[config.mk]
export PLATFORM = sky130hd
export DESIGN_NAME = retro_video_scanline_pixel_generator
export DESIGN_NICKNAME = d
export VERILOG_FILES = /design/src/design/rvspg_pkg.sv /design/src/design/retro_video_scanline_pixel_generator.sv
export SDC_FILE = /design/constraint.sdc
export NUM_CORES = 1
export LEC_CHECK = 0
export BUFFER_PORTS_ARGS = -buffer_cell sky130_fd_sc_hd__buf_4
export CAP_MARGIN = 0
export CORE_ASPECT_RATIO = 0.7
export CORE_MARGIN = 2
export CORE_UTILIZATION = 53
export DETAILED_ROUTE_END_ITERATION = 8
export GPL_ROUTABILITY_DRIVEN = 0
export PLACE_DENSITY = 0.77
export REMOVE_ABC_BUFFERS = 1
export SLEW_MARGIN = 30
export SYNTH_ARGS = -nofsm -noshare
export SYNTH_HDL_FRONTEND = slang
export SYNTH_SLANG_ARGS = --single-unit
[constraint.sdc]
create_clock -name i_clk -period 14.3 [get_ports i_clk]
set_input_delay 2.86 -clock i_clk [delete_from_list [all_inputs] [get_ports i_clk]]
set_output_delay 2.86 -clock i_clk [all_outputs]
set_load 0.02 [all_outputs]
[src/design/rvspg_pkg.sv]
// shared types, constants and palettes for the scanline pixel generator
package rvspg_pkg;

    localparam int unsigned TEXT_ROW_STRIDE_DEF     = 128;
    localparam int unsigned TEXT_SEGMENT_STRIDE_DEF = 40;
    localparam int unsigned MIXED_SPLIT_LINE_DEF    = 160;

    localparam logic [7:0]  FRAME_LINES        = 8'd192;
    localparam logic [15:0] TEXT_PAGE_BASE     = 16'h0400;
    localparam logic [15:0] HIRES_PAGE_BASE    = 16'h2000;
    localparam logic [15:0] HIRES_LINE_STRIDE  = 16'h0400;
    localparam logic [15:0] HIRES_ROW_STRIDE   = 16'h0080;
    localparam logic [15:0] HIRES_SEG_STRIDE   = 16'h0028;

    // soft switch bus addresses
    localparam logic [15:0] ADDR_TEXT_CLR   = 16'hC050;
    localparam logic [15:0] ADDR_TEXT_SET   = 16'hC051;
    localparam logic [15:0] ADDR_MIXED_CLR  = 16'hC052;
    localparam logic [15:0] ADDR_MIXED_SET  = 16'hC053;
    localparam logic [15:0] ADDR_PAGE2_CLR  = 16'hC054;
    localparam logic [15:0] ADDR_PAGE2_SET  = 16'hC055;
    localparam logic [15:0] ADDR_HIRES_CLR  = 16'hC056;
    localparam logic [15:0] ADDR_HIRES_SET  = 16'hC057;
    localparam logic [15:0] ADDR_DHIRES_SET = 16'hC05E;
    localparam logic [15:0] ADDR_DHIRES_CLR = 16'hC05F;

    // bit positions in the soft switch register
    localparam int unsigned SW_TEXT   = 0;
    localparam int unsigned SW_MIXED  = 1;
    localparam int unsigned SW_HIRES  = 2;
    localparam int unsigned SW_PAGE2  = 3;
    localparam int unsigned SW_DHIRES = 4;
    localparam int unsigned SW_BITS   = 5;

    localparam logic [3:0] PAL_BLACK = 4'd0;
    localparam logic [3:0] PAL_WHITE = 4'd9;

    typedef enum logic {
        OP_BUS    = 1'b0,
        OP_RENDER = 1'b1
    } t_op;

    typedef struct packed {
        t_op         op;
        logic [15:0] bus_address;
        logic [7:0]  line;
        logic [5:0]  column;
        logic [7:0]  text_page_byte;
        logic [7:0]  hires_prev;
        logic [7:0]  hires_cur;
        logic [7:0]  hires_next;
        logic [6:0]  glyph_row;
    } t_in_item;

    typedef struct packed {
        logic [15:0] pixel0;
        logic [15:0] pixel1;
        logic [15:0] pixel2;
        logic [15:0] pixel3;
        logic [15:0] pixel4;
        logic [15:0] pixel5;
        logic [15:0] pixel6;
        logic [15:0] text_line_base;
        logic [15:0] hires_line_base;
    } t_out_item;

    function automatic logic [15:0] hires_color(input logic [3:0] idx);
        logic [15:0] c;
        case (idx)
            4'd1, 4'd4: c = 16'hD91B;
            4'd2, 4'd3: c = 16'h16E0;
            4'd5, 4'd8: c = 16'h211F;
            4'd6, 4'd7: c = 16'hFB20;
            4'd9:       c = 16'hFFFF;
            default:    c = 16'h0000;
        endcase
        return c;
    endfunction

    function automatic logic [15:0] lores_color(input logic [3:0] idx);
        logic [15:0] c;
        case (idx)
            4'd0:    c = 16'h0000;
            4'd1:    c = 16'hD806;
            4'd2:    c = 16'h0013;
            4'd3:    c = 16'hD91B;
            4'd4:    c = 16'h03A4;
            4'd5:    c = 16'h52AA;
            4'd6:    c = 16'h211F;
            4'd7:    c = 16'h655F;
            4'd8:    c = 16'h8AA0;
            4'd9:    c = 16'hFB20;
            4'd10:   c = 16'hAD55;
            4'd11:   c = 16'hFCD1;
            4'd12:   c = 16'h16E0;
            4'd13:   c = 16'hFFE0;
            4'd14:   c = 16'h47F3;
            default: c = 16'hFFFF;
        endcase
        return c;
    endfunction

endpackage

[src/design/retro_video_scanline_pixel_generator.sv]
// top level: soft switches and one-byte scanline renderer
// Takes one transaction per clock unless stalled. A bus access (op 0) updates the video soft
// switches and returns nothing; a render (op 1) of a visible line returns seven RGB565 pixels
// plus the text and hi-res line base addresses. Each transaction passes an input register,
// one level of palette and address logic, then the result register, and the block sustains
// one transaction per cycle while the result side drains. Input stall rises only when both
// registers hold data and the result side is stalled.
module retro_video_scanline_pixel_generator #(
    parameter int unsigned TEXT_ROW_STRIDE     = rvspg_pkg::TEXT_ROW_STRIDE_DEF,
    parameter int unsigned TEXT_SEGMENT_STRIDE = rvspg_pkg::TEXT_SEGMENT_STRIDE_DEF,
    parameter int unsigned MIXED_SPLIT_LINE    = rvspg_pkg::MIXED_SPLIT_LINE_DEF
) (
    input  logic                 i_clk,
    input  logic                 i_rst_n,
    input  logic                 i_in_valid,
    output logic                 o_in_stall,
    input  rvspg_pkg::t_in_item  i_in_data,
    output logic                 o_out_valid,
    input  logic                 i_out_stall,
    output rvspg_pkg::t_out_item o_out_data
);

    localparam logic [8:0] SPLIT_LINE = 9'(MIXED_SPLIT_LINE);

    logic                                 r_s1_valid;
    rvspg_pkg::t_in_item                  r_s1_data;
    logic                                 r_out_valid;
    rvspg_pkg::t_out_item                 r_out_data;
    logic [rvspg_pkg::SW_BITS-1:0]        r_sw;
    logic [rvspg_pkg::SW_BITS-1:0]        n_sw;
    rvspg_pkg::t_out_item                 n_out_data;
    logic                                 n_out_valid;
    logic                                 s1_adv;
    logic                                 in_accept;
    logic                                 text_mode;
    logic [10:0]                          ext;
    logic [3:0]                           base;
    logic [3:0]                           idx;
    logic                                 on_bit;
    logic                                 lft;
    logic                                 rgt;
    logic                                 odd_bit;
    logic [15:0]                          px [7];
    logic [15:0]                          lo_color;
    logic [31:0]                          t_sum;
    logic [15:0]                          h_sum;
    logic [7:0]                           y;

    assign s1_adv     = r_s1_valid && (!r_out_valid || !i_out_stall);
    assign o_in_stall = r_s1_valid && !s1_adv;
    assign in_accept  = i_in_valid && !o_in_stall;

    assign o_out_valid = r_out_valid;
    assign o_out_data  = r_out_data;

    // soft switch update for bus accesses
    always_comb begin
        n_sw = r_sw;
        if (r_s1_data.op == rvspg_pkg::OP_BUS) begin
            case (r_s1_data.bus_address)
                rvspg_pkg::ADDR_TEXT_CLR:   n_sw[rvspg_pkg::SW_TEXT]   = 1'b0;
                rvspg_pkg::ADDR_TEXT_SET:   n_sw[rvspg_pkg::SW_TEXT]   = 1'b1;
                rvspg_pkg::ADDR_MIXED_CLR:  n_sw[rvspg_pkg::SW_MIXED]  = 1'b0;
                rvspg_pkg::ADDR_MIXED_SET:  n_sw[rvspg_pkg::SW_MIXED]  = 1'b1;
                rvspg_pkg::ADDR_PAGE2_CLR:  n_sw[rvspg_pkg::SW_PAGE2]  = 1'b0;
                rvspg_pkg::ADDR_PAGE2_SET:  n_sw[rvspg_pkg::SW_PAGE2]  = 1'b1;
                rvspg_pkg::ADDR_HIRES_CLR:  n_sw[rvspg_pkg::SW_HIRES]  = 1'b0;
                rvspg_pkg::ADDR_HIRES_SET:  n_sw[rvspg_pkg::SW_HIRES]  = 1'b1;
                rvspg_pkg::ADDR_DHIRES_SET: n_sw[rvspg_pkg::SW_DHIRES] = 1'b1;
                rvspg_pkg::ADDR_DHIRES_CLR: n_sw[rvspg_pkg::SW_DHIRES] = 1'b0;
                default: ;
            endcase
        end
    end

    // render path
    always_comb begin
        y         = r_s1_data.line;
        text_mode = r_sw[rvspg_pkg::SW_TEXT] ||
                    (r_sw[rvspg_pkg::SW_MIXED] && ({1'b0, y} >= SPLIT_LINE));
        ext       = {r_s1_data.hires_next[1:0], r_s1_data.hires_cur[6:0],
                     r_s1_data.hires_prev[6:5]};
        base      = {1'b0, r_s1_data.hires_cur[7], r_s1_data.column[0], 1'b0};
        lo_color  = rvspg_pkg::lores_color(r_s1_data.text_page_byte[7:4]);
        on_bit    = 1'b0;
        lft       = 1'b0;
        rgt       = 1'b0;
        odd_bit   = 1'b0;
        idx       = rvspg_pkg::PAL_BLACK;
        for (int i = 0; i < 7; i++) begin
            on_bit  = ext[i+2];
            lft     = ext[i+1];
            rgt     = ext[i+3];
            odd_bit = ((i % 2) == 1);
            if (on_bit) begin
                idx = (lft || rgt) ? rvspg_pkg::PAL_WHITE : base + {3'b0, odd_bit} + 4'd1;
            end else if (lft && rgt) begin
                idx = base + 4'd2 - {3'b0, odd_bit};
            end else begin
                idx = rvspg_pkg::PAL_BLACK;
            end
            if (text_mode) begin
                px[i] = rvspg_pkg::hires_color(r_s1_data.glyph_row[i] ? rvspg_pkg::PAL_BLACK
                                                                      : rvspg_pkg::PAL_WHITE);
            end else if (r_sw[rvspg_pkg::SW_HIRES]) begin
                px[i] = rvspg_pkg::hires_color(idx);
            end else begin
                px[i] = lo_color;
            end
        end

        t_sum = 32'(rvspg_pkg::TEXT_PAGE_BASE)
              + (r_sw[rvspg_pkg::SW_PAGE2] ? 32'(rvspg_pkg::TEXT_PAGE_BASE) : 32'd0)
              + 32'(y[5:3]) * TEXT_ROW_STRIDE
              + 32'(y[7:6]) * TEXT_SEGMENT_STRIDE;
        h_sum = rvspg_pkg::HIRES_PAGE_BASE
              + (r_sw[rvspg_pkg::SW_PAGE2] ? rvspg_pkg::HIRES_PAGE_BASE : 16'd0)
              + 16'(y[2:0]) * rvspg_pkg::HIRES_LINE_STRIDE
              + 16'(y[5:3]) * rvspg_pkg::HIRES_ROW_STRIDE
              + 16'(y[7:6]) * rvspg_pkg::HIRES_SEG_STRIDE;

        n_out_data.pixel0          = px[0];
        n_out_data.pixel1          = px[1];
        n_out_data.pixel2          = px[2];
        n_out_data.pixel3          = px[3];
        n_out_data.pixel4          = px[4];
        n_out_data.pixel5          = px[5];
        n_out_data.pixel6          = px[6];
        n_out_data.text_line_base  = t_sum[15:0];
        n_out_data.hires_line_base = h_sum;

        // lines past the frame give no transaction
        n_out_valid = (r_s1_data.op == rvspg_pkg::OP_RENDER) && (y < rvspg_pkg::FRAME_LINES);
    end

    always_ff @(posedge i_clk) begin
        if (!i_rst_n) begin
            r_s1_valid  <= 1'b0;
            r_out_valid <= 1'b0;
            r_sw        <= '0;
        end else begin
            if (in_accept) begin
                r_s1_valid <= 1'b1;
            end else if (s1_adv) begin
                r_s1_valid <= 1'b0;
            end
            if (s1_adv) begin
                r_out_valid <= n_out_valid;
                r_sw        <= n_sw;
            end else if (!i_out_stall) begin
                r_out_valid <= 1'b0;
            end
        end
    end

    always_ff @(posedge i_clk) begin
        if (in_accept) begin
            r_s1_data <= i_in_data;
        end
        if (s1_adv) begin
            r_out_data <= n_out_data;
        end
    end

endmodule

# Word-level counts from Yosys, hierarchy flattened

Memory sizes are Yosys's and may differ from the RTL's. A register that Yosys moved wholly into a read port is not among the register bits.
Cells that the tools add are included.

Multiply operators: 2
Bitwise gates (word level): 1
Equal/unequal tests: 9
Multiplexer cells: 53
$add $sub $neg: 11
Reduce and logical (&&, ||, !) cells: 34
$lt $le $gt $ge: 2

Operators by type and width:

| kind                                                     | count |
|---|---|
| two-way mux 16 bit                                       | 14 |
| == test 16 bit, second input constant                    | 8 |
| two-way mux 4 bit                                        | 29 |
| adder 15 x 13 -> 16 bit                                  | 1 |
| adder 16 x 10 -> 16 bit                                  | 1 |
| adder 16 x 8 -> 16 bit                                   | 1 |
| adder 14 x 14 -> 15 bit, first input constant            | 1 |
| adder 13 x 8 -> 14 bit                                   | 1 |
| two-way mux 14 bit                                       | 1 |
| adder 12 x 10 -> 13 bit                                  | 1 |
| adder 11 x 11 -> 12 bit, first input constant            | 1 |
| logical AND 1 bit                                        | 12 |
| AND reduction 3 bit                                      | 4 |
| two-way mux 11 bit                                       | 1 |
| multiplier 2 x 3 -> 5 bit, second input constant         | 2 |
| nonzero test 2 bit                                       | 5 |
| logical OR 1 bit                                         | 9 |
| greater-or-equal comparator 8 bit, second input constant | 1 |
| less-than comparator 8 bit, second input constant        | 1 |
| one-hot mux 1 bit (2 select lines)                       | 4 |
| adder 3 x 1 -> 4 bit, second input constant              | 1 |
| adder 3 x 2 -> 4 bit, second input constant              | 1 |
| adder 4 x 1 -> 4 bit, second input constant              | 1 |
| logical NOT 1 bit                                        | 4 |
| other kinds (4)                                          | 7 |

Output and inout port bits: 146
Register bits: 207
ROM bits: 3840
Memories: 15
Input port bits: 74
Word-level logic and storage cells: 151

Memories:

| name            | words | bits a word | read ports | clocked after Yosys merged registers in | write ports | line            | RTL |
|---|---|---|---|---|---|---|---|
| (no name shown) | 16    | 16          | 1          | 1                                       | 0           | rvspg_pkg.sv:82 | `case (idx)` |
| (no name shown) | 16    | 16          | 1          | 0                                       | 0           | rvspg_pkg.sv:69 | `case (idx)` |
| (no name shown) | 16    | 16          | 1          | 0                                       | 0           | rvspg_pkg.sv:69 |  |
| (no name shown) | 16    | 16          | 1          | 0                                       | 0           | rvspg_pkg.sv:69 |  |
| (no name shown) | 16    | 16          | 1          | 0                                       | 0           | rvspg_pkg.sv:69 |  |
| (no name shown) | 16    | 16          | 1          | 0                                       | 0           | rvspg_pkg.sv:69 |  |
| 9 more memories | --    | --          | --         | --                                      | --          | --              |  |

# Depth between registers and ports, before layout

Depth in word-level cells: 8
Gate-level depth with buffers: 8
Depth with buffers taken out: 7

# Least setup slack after synthesis

No wires, ideal clock.

Path type: input to register
Start point: input port i_out_stall
End point: register r_sw[0] in the netlist's numbering
Stages on the path: 5
Setup time: 0.116 ns
Arrival: 11.503 ns
Path buffers: 0
Slack: 2.681 ns
Data required time: 14.184 ns
Cells stage by stage: a21boi_0 nand3_1 nor4_1 mux2i_1 nor2b_1

Word-level cells in the longest chain between the ends: 4

Ends and longest elaborated chain:

| element                       | line                                        | RTL |
|---|---|---|
| from (decl)                   | retro_video_scanline_pixel_generator.sv:19  | `input logic i_out_stall,` |
| logical NOT 1 bit             | --                                          |  |
| logical OR 1 bit              | retro_video_scanline_pixel_generator.sv:49  | `assign s1_adv = r_s1_valid && (!r_out_valid \|\| !i_out_stall);` |
| logical AND 1 bit             | retro_video_scanline_pixel_generator.sv:49  |  |
| AND reduction 3 bit (no line) | --                                          |  |
| to (signal assigned)          | retro_video_scanline_pixel_generator.sv:149 | `r_sw <= n_sw;` |
| to (decl)                     | retro_video_scanline_pixel_generator.sv:29  | `logic [rvspg_pkg::SW_BITS-1:0] r_sw;` |

Every way passes these cells.
A chain may end at the register's enable or synchronous reset.

# Worst setup path after layout

Start point: input port i_out_stall
End point: output port o_in_stall

Word-level cells in the longest chain between the ends: 5

Ends and longest elaborated chain:

| element           | line                                       | RTL |
|---|---|---|
| logical NOT 1 bit | --                                         |  |
| logical OR 1 bit  | retro_video_scanline_pixel_generator.sv:49 |  |
| logical AND 1 bit | retro_video_scanline_pixel_generator.sv:49 |  |
| logical NOT 1 bit | retro_video_scanline_pixel_generator.sv:50 | `assign o_in_stall = r_s1_valid && !s1_adv;` |
| logical AND 1 bit | retro_video_scanline_pixel_generator.sv:50 |  |
| to (decl)         | retro_video_scanline_pixel_generator.sv:16 | `output logic o_in_stall,` |

Every way passes these cells.

==> summary.txt <==
Post-Syn Area per Cell: 10.8 um2
Type of the worst setup path: primary input to output pin
Port Buf Inserts: 185
Detailed router's first-iteration violation count: 932
Number of routed nets with antenna violations: 0
Number of buffers and inverters on the critical path: 2
Top cell type's share of synthesized area: 50.7%
H-tree levels: 4
Hold path start: y[3]
Largest cells by area after synthesis: sky130_fd_sc_hd__edfxtp_1, sky130_fd_sc_hd__buf_4, sky130_fd_sc_hd__dfxtp_1
Boundary Pins: 220
Filler-free cell count of the finished design: 1,105
Placed wire-length estimate: 14.5 mm
Beginning of the critical path: i_out_stall
Area used by multi-input combinational logic: 3110 um2
Number of antenna cells inserted: 0
Vias in the first global route: 6,057
Capture point of the worst reg-to-reg path: o_out_data[51]
Die Span Y: 109 um
Cells traversed along the worst timing path: buf_4 > and3_1 > buf_4
Data required, critical path: 11.44 ns
Count of cells along the worst hold path: 0
CTS clk-pin slew, worst paths: 0.06 ns
GRT Util Overall: 26.3%
Floorplan row count: 38
Via Count: 6,713
Hold violation count in the final report: 0
Result of the run: finished, final reports clean
Number of remaining DRC errors: 0
Worst min-delay path endpoint: o_out_data[7]
CTS tree: yes
Leak Pwr: 3.92 nW
Final core utilization: 65.2%
Number of synthesis warnings: 0
Commonest cells post-synth: sky130_fd_sc_hd__edfxtp_1, sky130_fd_sc_hd__o21ai_0, sky130_fd_sc_hd__a21oi_1, sky130_fd_sc_hd__buf_4, sky130_fd_sc_hd__nand2_1
Share of the yosys chip area belonging to registers: 55.0%
Cell Count Post-Placement: 1,073
Post-route cell area: 10,100 um2
Layout Area Growth over Synthesis: 20.6%
Resized Gates After CTS: 0
Setup repair after global routing missed its margin: false
Pwr per Cell Area: 119 nW/um2
Fraction of layout instances using a drive strength above 1: 27.4%
Most common cell type on the critical path: sky130_fd_sc_hd__buf_4
Remaining Overflow, GRT: 0
Post-Synthesis Cell Area: 8350 um2
Post-synth cell types: 76
Launch instance of the worst register-to-register path: base[1]
Maximum number of pins on one net before global-route repair: 58
Cell with the largest stage delay on the worst path: sky130_fd_sc_hd__and3_1
Library cell occupying the most area in the post-synthesis netlist: sky130_fd_sc_hd__edfxtp_1
Register bit total from synthesis: 159
Cell type group with the largest total delay on the critical path: buffers and inverters
Worst min path class: flip-flop to flip-flop
CTS Hold Bufs: 0
Startpoint kind of the worst setup timing path: primary input
Minimum hold slack: 0.412 ns
Category of the worst setup path capture point: output pin
DP Area: 9510 um2
Maximum achievable frequency: 0.161 GHz
Slew at the pin with the worst max-slew slack: 1.12 ns
Max_cap viols: 0
Clk buf depth: 2
Maximum resistive drop on vdd: 74.0 uV
Drt total wl: 21.7 mm
Drt pass-1 iters: 6
Worst r2r path cells: 7
Count of buffers added by post-CTS timing repair for setup: 0
Global-route wire length before repair: 33.3 mm
Horiz. Die Dim: 154 um
Combined flip-flop and latch cell area: 4590 um2
Cell chosen for the clock root: sky130_fd_sc_hd__clkbuf_16
Crit share post-route: 43.4%
Slowest stage delay, CP: 0.19 ns
Average wire length per cell after detail routing: 19.7 um
Final setup vio count: 0
Number of nets in the finished design: 974
Total Negative Setup Slacks: 0 ns
Die area: 16,800 um2
Most common flop cell mapped by yosys: sky130_fd_sc_hd__edfxtp_1
Starting density of the core: 54.0%
Number of antenna violations at the first check in global routing: 0
Worst clock skew: 0.00912 ns
Core box area: 15,500 um2
Most frequently used cell type in the post-synthesis netlist: sky130_fd_sc_hd__edfxtp_1
Rel. slew slack: 25.5%
Number of synthesized flops with an enable pin: 141
Sink count of the clock tree: 159
R2R Setup Slk: 10.99 ns
Share of async-settable or async-resettable flops after synthesis: 0%
Worst skew pair latency: 0.43 ns
Final-layout fill cell count: 1,179
Arrival time of the worst setup path: 3.35 ns
TritonCTS buffer count: 17
Max-slew violation count: 0
Syn Inst Count: 771
Maximum fanout along the worst path: 3
Minimum clock period: 6.21 ns
Vias per cell: 6.08
[cell type report]
| cell class | count | area share, % |
|---|---|---|
| tap | 200 | 2.48 |
| inverter | 24 | 0.919 |
| sequential | 159 | 45.6 |
| timing repair buffer | 195 | 14.5 |
| clock inverter | 14 | 1.29 |
| clock buffer | 18 | 4.26 |
| multi-input combinational | 495 | 30.9 |
[where the power goes]
part	internal (mW)	switching (mW)	total, mW
registers	0.545	0.0221	0.567
logic	0.0757	0.119	0.195
clock network	0.242	0.191	0.432
[through the flow]
step	total power, mW	setup slack (ns)
final	1.19	8.09
after global routing	1.24	8.09
after CTS	1.20	8.10
after detailed placement	0.767	8.10
after global placement	0.764	8.11
after floorplan	0.687	2.67
[worst max path at each step]
stage            endpoint  slack [ns]  cells past startpoint
4_1_cts        o_in_stall        8.10                      3
3_3_place_gp   o_in_stall        8.11                      3
3_5_place_dp   o_in_stall        8.10                      3
6_report       o_in_stall        8.09                      3
2_1_floorplan     r_sw[2]        2.67                      5
5_1_grt        o_in_stall        8.09                      3
[routing by layer]
metal / GRT usage [%] / up-vias / part of all wire (%)
met5: 0 / - / 0
met4: 10.7 / 0 / 2.9
met2: 38.5 / 430 / 43
met3: 8.62 / 56 / 12
li1: - / 3089 / -
met1: 36.4 / 3138 / 42
[logic make-up (layout without fill, tap and decap cells)]
kind of cell    Yosys count  in the layout  synth area share [%]
compound gates          259            259                  20.2
xor+xnor                  4              4                 0.644
fa+ha+maj                 8              8                  1.20
buf+inv                 127            251                  8.33
flops                   159            159                  55.0
mux                      18             18                  2.55
other cells               1             11                0.0449
simple gates            195            195                  12.0
[cell usage in the layout, fill, tap and decap left out, types with 4 or more instances in the layout]
cell type | synthesis | routed
sky130_fd_sc_hd__o21ai_0 | 64 | 64
sky130_fd_sc_hd__a21o_1 | 9 | 9
sky130_fd_sc_hd__nand3_1 | 16 | 16
sky130_fd_sc_hd__and2_1 | 9 | 9
sky130_fd_sc_hd__dfxtp_1 | 18 | 18
sky130_fd_sc_hd__a22oi_1 | 4 | 4
sky130_fd_sc_hd__buf_4 | 51 | 195
sky130_fd_sc_hd__edfxtp_1 | 141 | 141
sky130_fd_sc_hd__nor3b_1 | 8 | 8
sky130_fd_sc_hd__conb_1 | 1 | 11
sky130_fd_sc_hd__a21oi_1 | 57 | 57
sky130_fd_sc_hd__nor2_1 | 43 | 43
sky130_fd_sc_hd__o2bb2ai_1 | 4 | 4
sky130_fd_sc_hd__mux2i_1 | 12 | 12
sky130_fd_sc_hd__o21ai_1 | 8 | 8
sky130_fd_sc_hd__o211ai_1 | 6 | 6
sky130_fd_sc_hd__nor3_1 | 13 | 13
sky130_fd_sc_hd__nor4_1 | 5 | 5
sky130_fd_sc_hd__o22ai_1 | 14 | 14
sky130_fd_sc_hd__nand2_1 | 50 | 50
sky130_fd_sc_hd__a31oi_1 | 15 | 15
sky130_fd_sc_hd__a211oi_1 | 9 | 9
sky130_fd_sc_hd__inv_1 | 23 | 21
sky130_fd_sc_hd__nor2b_1 | 12 | 11
sky130_fd_sc_hd__o221ai_1 | 6 | 6
sky130_fd_sc_hd__nand2b_1 | 16 | 16
sky130_fd_sc_hd__a2bb2oi_1 | 5 | 5
sky130_fd_sc_hd__clkinv_2 | 0 | 4
sky130_fd_sc_hd__o31ai_1 | 7 | 7
sky130_fd_sc_hd__o21a_1 | 15 | 15
sky130_fd_sc_hd__inv_6 | 0 | 4
sky130_fd_sc_hd__clkbuf_16 | 0 | 17
sky130_fd_sc_hd__ha_1 | 8 | 8
sky130_fd_sc_hd__and3_1 | 4 | 4
[sequential cells by signal, indices dropped and copies added, names as in the netlist]
signal / flops
o_out_data: 94
r_s1_data: 28
lo_color: 12
ext: 9
y: 8
r_sw: 4
base: 2
o_out_valid: 1
r_s1_valid: 1
Note: power is estimated with default switching activity, not from simulation.
